<file path="src/rtl/ile_pkg.sv">
package ile_pkg;

    localparam int CAPACITY    = 32;
    localparam int VALUE_WIDTH = 32;

    localparam int IDX_W   = $clog2(CAPACITY);
    localparam int CNT_W   = $clog2(CAPACITY + 1);
    localparam int FIELD_W = 6;
    localparam int PW      = (CNT_W > FIELD_W) ? CNT_W : FIELD_W;

    localparam logic [1:0] REQ_INSERT = 2'd0;
    localparam logic [1:0] REQ_GET    = 2'd1;
    localparam logic [1:0] REQ_REMOVE = 2'd2;

    localparam logic [1:0] ST_OK    = 2'd0;
    localparam logic [1:0] ST_RANGE = 2'd1;
    localparam logic [1:0] ST_EMPTY = 2'd2;
    localparam logic [1:0] ST_FULL  = 2'd3;

    typedef struct packed {
        logic                   ins;
        logic                   rem;
        logic [PW-1:0]          pos;
        logic [VALUE_WIDTH-1:0] value;
    } cell_cmd_t;

    function automatic logic [VALUE_WIDTH-1:0] to_store(input logic [31:0] v);
        logic [VALUE_WIDTH-1:0] r;
        r = '0;
        for (int b = 0; b < VALUE_WIDTH; b++)
        begin
            if (b < 32)
            begin
                r[b] = v[b];
            end
        end
        return r;
    endfunction

    function automatic logic [31:0] to_field(input logic [VALUE_WIDTH-1:0] v);
        logic [31:0] r;
        r = '0;
        for (int b = 0; b < 32; b++)
        begin
            if (b < VALUE_WIDTH)
            begin
                r[b] = v[b];
            end
        end
        return r;
    endfunction

endpackage

</file>
<file path="src/rtl/indexed_list_engine_top.sv">
// A request taken at a clock edge is registered there and has its result on the result ports,
// marked by done, during the following cycle.
// Throughput: one request per cycle; busy is tied low, as the affected cells shift together when an edit is taken.
// Reset: rst_n clears the entry count and the result strobe; stored entries keep
// whatever they hold. The receiver cannot stall, so each beat shows for one cycle.
module indexed_list_engine_top
    import ile_pkg::*;
(
    input  logic               clk,
    input  logic               rst_n,
    input  logic               start,
    output logic               busy,
    input  logic [1:0]         req_type,
    input  logic [5:0]         position,
    input  logic signed [31:0] write_value,
    output logic               done,
    output logic signed [31:0] read_value,
    output logic [1:0]         status,
    output logic [5:0]         entry_count
);

    localparam logic [CNT_W-1:0] CAP_CNT = CNT_W'(CAPACITY);

    logic                   accept;
    logic [PW-1:0]          pos_ext;
    logic [PW-1:0]          cnt_ext;
    logic [CNT_W-1:0]       count_reg;
    logic [CNT_W-1:0]       count_next;
    logic                   ins_ok;
    logic                   rem_ok;
    logic [1:0]             st;
    logic [31:0]            rd;
    cell_cmd_t              cmd;
    logic [VALUE_WIDTH-1:0] cell_value [CAPACITY];

    logic                   done_reg;
    logic [31:0]            read_value_reg;
    logic [1:0]             status_reg;
    logic [5:0]             entry_count_reg;

    assign busy    = 1'b0;
    assign accept  = start && !busy;
    assign pos_ext = PW'(position);
    assign cnt_ext = PW'(count_reg);

    always_comb
    begin
        st     = ST_OK;
        ins_ok = 1'b0;
        rem_ok = 1'b0;
        rd     = '0;
        unique case (req_type)
            REQ_INSERT:
            begin
                if (pos_ext > cnt_ext)
                begin
                    st = ST_RANGE;
                end
                else if (count_reg == CAP_CNT)
                begin
                    st = ST_FULL;
                end
                else
                begin
                    ins_ok = 1'b1;
                end
            end
            REQ_GET:
            begin
                if (pos_ext >= cnt_ext)
                begin
                    st = ST_RANGE;
                end
                else
                begin
                    rd = to_field(cell_value[pos_ext[IDX_W-1:0]]);
                end
            end
            REQ_REMOVE:
            begin
                if (count_reg == '0)
                begin
                    st = ST_EMPTY;
                end
                else if (pos_ext >= cnt_ext)
                begin
                    st = ST_RANGE;
                end
                else
                begin
                    rem_ok = 1'b1;
                end
            end
            default:
            begin
                st = ST_OK;
            end
        endcase
    end

    assign cmd.ins   = accept && ins_ok;
    assign cmd.rem   = accept && rem_ok;
    assign cmd.pos   = pos_ext;
    assign cmd.value = to_store(write_value);

    always_comb
    begin
        count_next = count_reg;
        priority if (cmd.ins)
        begin
            count_next = count_reg + 1'b1;
        end
        else if (cmd.rem)
        begin
            count_next = count_reg - 1'b1;
        end
    end

    for (genvar g = 0; g < CAPACITY; g++)
    begin : g_cell
        logic [VALUE_WIDTH-1:0] left_value;
        logic [VALUE_WIDTH-1:0] right_value;

        if (g == 0)
        begin : g_first
            assign left_value = cmd.value;
        end
        else
        begin : g_inner_l
            assign left_value = cell_value[g-1];
        end

        if (g == CAPACITY - 1)
        begin : g_last
            assign right_value = cell_value[g];
        end
        else
        begin : g_inner_r
            assign right_value = cell_value[g+1];
        end

        ile_cell u_cell
        (
            .clk         (clk),
            .cmd         (cmd),
            .index       (IDX_W'(g)),
            .left_value  (left_value),
            .right_value (right_value),
            .value       (cell_value[g])
        );
    end

    always_ff @(posedge clk or negedge rst_n)
    begin
        if (!rst_n)
        begin
            count_reg <= '0;
            done_reg  <= 1'b0;
        end
        else
        begin
            count_reg <= count_next;
            done_reg  <= accept;
        end
    end

    always_ff @(posedge clk)
    begin
        if (accept)
        begin
            read_value_reg  <= rd;
            status_reg      <= st;
            entry_count_reg <= 6'(count_next);
        end
    end

    assign done        = done_reg;
    assign read_value  = read_value_reg;
    assign status      = status_reg;
    assign entry_count = entry_count_reg;

    a_done_follows_accept: assert property (@(posedge clk) disable iff (!rst_n)
        accept |=> done)
        else $error("Accepted request produced no result beat.");

    a_no_spurious_done: assert property (@(posedge clk) disable iff (!rst_n)
        !accept |=> !done)
        else $error("Result beat without an accepted request.");

    a_count_bound: assert property (@(posedge clk) disable iff (!rst_n)
        count_reg <= CAP_CNT)
        else $error("Entry count exceeds capacity.");

    a_full_means_capacity: assert property (@(posedge clk) disable iff (!rst_n)
        (done && (status == ST_FULL)) |-> (entry_count == 6'(CAP_CNT)))
        else $error("Full status reported below capacity.");

    a_count_step: assert property (@(posedge clk) disable iff (!rst_n)
        (cmd.ins || cmd.rem) |=> (count_reg != $past(count_reg)))
        else $error("List edit did not change the entry count.");

endmodule

</file>
<file path="src/rtl/ile_cell.sv">
module ile_cell
    import ile_pkg::*;
(
    input  logic                   clk,
    input  cell_cmd_t              cmd,
    input  logic [IDX_W-1:0]       index,
    input  logic [VALUE_WIDTH-1:0] left_value,
    input  logic [VALUE_WIDTH-1:0] right_value,
    output logic [VALUE_WIDTH-1:0] value
);

    logic [VALUE_WIDTH-1:0] value_reg;
    logic [VALUE_WIDTH-1:0] value_next;
    logic [PW-1:0]          idx_ext;

    assign idx_ext = PW'(index);

    // Insert pulls from the lower neighbor, remove from the upper neighbor.
    always_comb
    begin
        value_next = value_reg;
        priority if (cmd.ins && (idx_ext > cmd.pos))
        begin
            value_next = left_value;
        end
        else if (cmd.ins && (idx_ext == cmd.pos))
        begin
            value_next = cmd.value;
        end
        else if (cmd.rem && (idx_ext >= cmd.pos))
        begin
            value_next = right_value;
        end
    end

    always_ff @(posedge clk)
    begin
        value_reg <= value_next;
    end

    assign value = value_reg;

endmodule
</file>
<file path="config.mk">
export PLATFORM = sky130hd
export DESIGN_NAME = indexed_list_engine_top
export DESIGN_NICKNAME = d
export VERILOG_FILES = /design/src/rtl/ile_pkg.sv /design/src/rtl/indexed_list_engine_top.sv /design/src/rtl/ile_cell.sv
export SDC_FILE = /design/constraint.sdc
export NUM_CORES = 2
export LEC_CHECK = 0
export BUFFER_PORTS_ARGS = -buffer_cell sky130_fd_sc_hd__buf_2
export CORE_ASPECT_RATIO = 1.25
export CORE_MARGIN = 3
export CORE_UTILIZATION = 60
export CTS_BUF_LIST = sky130_fd_sc_hd__clkbuf_4
export CTS_CLUSTER_SIZE = 25
export DETAILED_ROUTE_END_ITERATION = 8
export GPL_TIMING_DRIVEN = 0
export PLACE_DENSITY = 0.76
export SLEW_MARGIN = 20
export SYNTH_ARGS = -nofsm -noshare
export SYNTH_HDL_FRONTEND = slang
export SYNTH_SLANG_ARGS = --single-unit
</file>
<file path="constraint.sdc">
create_clock -name clk -period 6.55 [get_ports clk]
set_input_delay 0.9825 -clock clk [delete_from_list [all_inputs] [get_ports clk]]
set_output_delay 0.9825 -clock clk [all_outputs]
set_load 0.05 [all_outputs]
</file>
* Word-level counts from Yosys, hierarchy flattened *
Cells that the tools add are included.

operators by class
  mux-type cells = 111
  reduce and logical (&&, ||, !) cells = 133
  equality and inequality tests = 34
  bitwise logic cells = 2
  $add $sub $neg = 2
  order comparisons = 66

operator list
  cell                                                                             number
  32-bit 2-to-1 mux                                                                97
  32-bit binary-select mux with 5-bit select                                       1
  1-bit logical AND                                                                97
  5-bit by 6-bit equality test with 1-bit output (first input constant)            16
  5-bit by 6-bit greater-than comparator with 1-bit output (first input constant)  16
  3-bit nonzero test                                                               31
  5-bit by 6-bit >= comparator with 1-bit output (first input constant)            15
  4-bit by 6-bit equality test with 1-bit output (first input constant)            8
  4-bit by 6-bit >= comparator with 1-bit output (first input constant)            8
  4-bit by 6-bit greater-than comparator with 1-bit output (first input constant)  8
  3-bit by 6-bit equality test with 1-bit output (first input constant)            4
  3-bit by 6-bit >= comparator with 1-bit output (first input constant)            4
  3-bit by 6-bit greater-than comparator with 1-bit output (first input constant)  4
  2-bit by 6-bit equality test with 1-bit output (first input constant)            2
  1-bit by 6-bit >= comparator with 1-bit output (first input constant)            2
  2-bit by 6-bit >= comparator with 1-bit output (first input constant)            2
  1-bit by 6-bit greater-than comparator with 1-bit output (first input constant)  2
  2-bit by 6-bit greater-than comparator with 1-bit output (first input constant)  2
  6-bit zero test                                                                  2
  6-bit 2-to-1 mux                                                                 2
  1-bit 2-to-1 mux                                                                 7
  6-bit by 1-bit adder with 6-bit output (second input constant)                   1
  1-bit by 6-bit equality test with 1-bit output (first input constant)            1
  6-bit equality test (second input constant)                                      1
  other kinds (13)                                                                 15

word-level totals
  output and inout bits = 42
  bits in registers = 1,071

* Longest topological paths before layout *
  word-level depth = 9
  mapped depth = 13
  gate-level depth less buffers = 8

* By module *
From an unflattened synthesis, not the netlist that was laid out.

unflattened totals
  cells, all modules = 4,702
  area total of the unflattened synthesis = 75,197.1 um^2

modules (own cells, without submodules)
  module                            seq. area each (um^2)  cells an instance  area an instance (um^2)  instances
  ile_cell at g_cell[1].u_cell ...  960.9                  125                2,055.7                  21
  ile_cell at g_cell[0].u_cell ...  960.9                  125                2,040.7                  11
  indexed_list_engine_top           1,376.3                702                9,579.2                  1

* Worst setup path after synthesis *
Ideal clock, no wire load.

  path type = input -> register
  from = in position[0]
  to = reg g_cell[6].u_cell.value_reg[0] (enable)
  stages on the path = 10
  arrival time = 5,095 ps
  slack = 994 ps
  path through = buf_2 > buf_2 > inv_1 > ha_1 > nand2b_1 > a21oi_1 > o21ai_0 > nor4_1 > o21ai_1 > nor3_1

between the ends
  cells in the longest elaborated chain, start to end = 7

ends and longest elaborated chain
  item                                   line                            source
  from (decl)                            indexed_list_engine_top.sv:14   input logic [5:0] position,
  6-bit >= comparator                    indexed_list_engine_top.sv:85   else if (pos_ext >= cnt_ext)
  1-bit 2-to-1 mux                       indexed_list_engine_top.sv:85
  1-bit 2-to-1 mux                       indexed_list_engine_top.sv:81   if (count_reg == '0)
  1-bit 2-to-1 mux                       indexed_list_engine_top.sv:52   unique case (req_type)
  1-bit logical AND                      indexed_list_engine_top.sv:102  assign cmd.rem = accept && rem_ok;
  1-bit logical AND                      ile_cell.sv:30                  else if (cmd.rem && (idx_ext >= cmd.pos))
  3-bit nonzero test (no source line) *  -
  to (signal assigned)                   ile_cell.sv:38                  value_reg <= value_next;
  to (decl)                              ile_cell.sv:12                  logic [VALUE_WIDTH-1:0] value_reg;

Mark *: on every way between the ends. The rest lies on a longest branch, timed or not.
A chain may end at the register's enable or synchronous reset.

* Worst setup path in the final report *
  from = reg count_reg[5], in the netlist cnt_ext[5]
  to = reg g_cell[28].u_cell.value_reg[29] (enable)

between the ends
  cells in the longest elaborated chain, start to end = 7

ends and longest elaborated chain
  item                                                               line                                                            source
  from (decl)                                                        indexed_list_engine_top.sv:27                                   logic [CNT_W-1:0] count_reg;
  from (signal assigned)                                             indexed_list_engine_top.sv:162                                  count_reg <= count_next;
  6-bit >= comparator / 6-bit equality test (equally long branches)  indexed_list_engine_top.sv:85, indexed_list_engine_top.sv:59
  1-bit 2-to-1 mux, on equally long branches                         indexed_list_engine_top.sv:85, indexed_list_engine_top.sv:59
  1-bit 2-to-1 mux, on equally long branches                         indexed_list_engine_top.sv:81, indexed_list_engine_top.sv:55
  1-bit 2-to-1 mux                                                   indexed_list_engine_top.sv:52
  1-bit logical AND, on equally long branches                        indexed_list_engine_top.sv:102, indexed_list_engine_top.sv:101
  1-bit logical AND, on equally long branches                        ile_cell.sv:30, ile_cell.sv:22, ile_cell.sv:26
  3-bit nonzero test (no source line) *                              -
  to (signal assigned)                                               ile_cell.sv:38
  to (decl)                                                          ile_cell.sv:12

Marks and branches as above.

==> results.py <==
metrics = {
    "cts": {
        "clock-sinks": 1071,
        "clk_latency_ns": 1.32,
        "cts.path.max_buffers": 4,
        "clock-root-buffer": "clkbuf_4",
        "cts_tree": "yes",
        "h-tree-depth": 5,
        "cts_buffers": 299,
        "post_cts_buffers": 0,
        "clk_pin_slew_ns": 0.08,
    },
    "yosys": {
        "synth_top_flop_cell": "edfxtp_1",
        "netlist_area_mm2": 0.06181,
        "synth_nets": 5878,
        "synth-compound-area-share": 0.1257,
        "yosys.area.top_type": "edfxtp_1",
        "async_flop_share": 0.006536,
        "syn_avg_cell_area_um2": 10.61,
        "yosys.area_share.simple": 0.1485,
        "ys.warnings.count": 0,
        "seq_area_frac_synth": 0.5197,
        "synthTopCellsByArea": "edfxtp_1, mux4_2, nand2_1",
        "yosys.area_share.xor_xnor": 0.0007085,
        "synthDistinctLibCells": 67,
        "synthAdderAreaFrac": 0.001619,
        "muxShareOfSynthArea": 0.1568,
        "synth_edf_count": 1064,
        "synth_top_family_by_area": "multiplexers",
        "synth_seq_cells": 1071,
        "synth_top_area_frac": 0.5169,
        "syn_inst": 5827,
    },
    "grt": {
        "grt_pass1_vias": 53090,
        "antenna_found_initial": 13,
        "grt_remaining_overflow": 0,
        "grt_first_pass_wirelength_um": 358900,
        "grt_max_degree": 35,
        "track_usage": 0.4757,
    },
    "floorplan": {
        "coreArea_mm2": 0.1021,
        "die_area_mm2": 0.1069,
        "rows": 131,
        "ios": 85,
        "initial_core_util": 0.6053,
        "die_w_um": 293.1,
        "die_h_um": 364.9,
    },
    "placed_design": {
        "dpl.hpwl_um": 206000,
        "globalplace.congestion": 1.080,
        "port_buffers": 80,
    },
    "run": {
        "drv_cap": 0,
    },
    "detailed_routing": {
        "routed_via_density": 7.074,
        "drt_iter0_drc": 9300,
        "wirelength_um": 258100,
        "dr.pass1.iters": 8,
        "ant_nets": 0,
        "wl_per_cell_um": 33.26,
        "via_count": 54890,
        "drc": 0,
    },
    "hold_path": {
        "hp-class": "in -> async",
    },
    "worst_setup_path": {
        "cp.required_ns": 7.59,
        "crit_fanout": 18,
        "critPathLaunchType": "register",
        "end_kind": "register",
        "worst_ep_arrival_time_ns": 5.76,
        "critical_path_class": "reg -> reg",
    },
    "layout": {
        "layout_common_cells": "nand2_1, edfxtp_1, nor2_1, a31oi_1, clkbuf_4",
        "layout_commonest_cell": "nand2_1",
        "largest_reg_flops": 1024,
        "synthToLayoutAreaGrowth_pct": 10.70,
        "nFillCells": 7959,
        "final_util": 0.6701,
        "fin_nets": 6296,
        "drive_gt1_frac": 0.1969,
    },
    "power": {
        "seq_power_share": 0.495,
        "p_leak_nw": 24.46,
        "clockPowerShare": 0.365,
        "power.density_mw_per_mm2": 235.7,
        "ir_drop_uv": 227.9,
        "p_int_w": 0.01138,
        "net-switching-power_w": 0.004751,
        "swShare": 0.2946,
        "combinationalPowerShare": 0.140,
    },
    "timing": {
        "min_period_ns": 4.718,
        "hold_viol_final": 0,
        "drv_slew": 0,
        "hold-worst-slack_ns": 0.09377,
        "worst_pin_slew_ns": 1.256,
        "slew_headroom": 0.1560,
        "setup_viol": 0,
        "rsz0062_at_grt": "false",
        "max_freq_ghz": 0.2120,
        "min_period_over_period": 0.7202,
        "skew_ns": 0.05536,
    },
    "outcome": {
        "status": "complete, no violations",
    },
}
-- cells by family (layout without fill, tap and decap cells) --
family,Yosys count,after routing
AND/OR/NAND/NOR,2277,2277
buffers and inverters,667,1258
adder cells (fa/ha/maj),8,8
multiplexers,560,560
flip-flops,1071,1071
other,1,13
AO/OA/AOI/OAI,1238,1238
XOR/XNOR,5,5
-- worst max-delay path: stages, from the launching register on --
cell	delay [ns]
dfrtp_1	0.46
inv_1	0.13
ha_1	0.36
nand2_1	0.07
o21a_1	0.18
buf_4	0.19
o211ai_4	0.71
buf_2	0.66
a21o_1	0.51
buf_2	0.60
a21oi_4	0.24
buf_16	0.27
-- metrics by stage --
step,cells,TNS [ns],worst slack (ns),power (W),area [um2]
floorplan,5827,0,0.9938,0.009352,61810
CTS,7748,0,1.947,0.01596,68370
global placement,7237,-876.04,-2.354,0.01016,63880
global route,7753,0,1.774,0.01650,68410
detailed placement,7273,0,0.8472,0.01026,65030
finish,7760,0,1.832,0.01613,68420
-- final timing paths --
path,slack (ns),from,cells past startpoint,endpoint
worst max-delay path,1.83,cnt_ext[5],11,g_cell[28].u_cell.value[29]
worst min-delay path,0.09,rst_n,2,cnt_ext[4]
worst max register to register,1.83,cnt_ext[5],11,g_cell[28].u_cell.value[29]
worst min register to register,0.57,g_cell[0].u_cell.value[3],2,g_cell[1].u_cell.value[3]
max in group asynchronous,6.26,rst_n,2,done
min in group clk,0.14,write_value[29],3,g_cell[18].u_cell.value[29]
-- power by group through the flow --
| stage | combinational (W) | sequential, W | clock (W) |
|---|---|---|---|
| 2_1_floorplan | 0.00118 | 0.00817 | 0 |
| 3_3_place_gp | 0.00203 | 0.00813 | 0 |
| 3_5_place_dp | 0.00214 | 0.00812 | 0 |
| 4_1_cts | 0.00215 | 0.00797 | 0.00584 |
| 5_1_grt | 0.00231 | 0.00799 | 0.00620 |
| 6_report | 0.00226 | 0.00798 | 0.00588 |
-- synthesized netlist by cell type, types with 7 or more instances --
cell,number
nand2_1,1206
nand4_1,74
buf_2,233
a221oi_1,19
edfxtp_1,1064
o21ai_0,131
a21oi_1,279
nor3_1,20
buf_4,15
nor2_1,854
buf_6,7
o22ai_1,32
nor4_4,7
or3_1,10
inv_1,75
a22oi_1,263
mux2i_1,176
nand3_1,63
mux2_2,62
dfrtp_1,7
buf_1,43
a31oi_1,463
ha_1,8
a32oi_1,26
clkbuf_1,294
mux4_2,320
-- layout make-up --
| cell class | count | area, um2 | area share |
|---|---|---|---|
| Sequential cell | 1071 | 32130 | 0.4695 |
| Multi-Input combinational cell | 4089 | 27060 | 0.3955 |
| Clock buffer | 414 | 3108 | 0.04542 |
| Buffer | 592 | 2644 | 0.03864 |
| Tap cell | 1330 | 1664 | 0.02432 |
| Timing Repair Buffer | 117 | 1279 | 0.01869 |
| Inverter | 75 | 281.5 | 0.004114 |
| Clock inverter | 60 | 230.2 | 0.003365 |
| Antenna cell | 12 | 30.03 | 0.0004389 |
-- metal layers --
| metal | vias to the layer above | GRT usage | share of wire |
|---|---|---|---|
| li1 | 22710 | - | - |
| met1 | 25940 | 0.5663 | 0.33 |
| met2 | 5105 | 0.7395 | 0.45 |
| met3 | 1136 | 0.1211 | 0.13 |
| met4 | 6 | 0.3808 | 0.095 |
| met5 | - | 0.0004517 | 0.00014 |
-- what timing repair did --
action | in CTS | in global routing
hold buffers | 1 | 0
endpoints found under the setup margin | 0 | 0
gates resized for setup | 0 | 0
hold endpoints to repair | 7 | 0
Note: power is estimated with default switching activity, not from simulation.
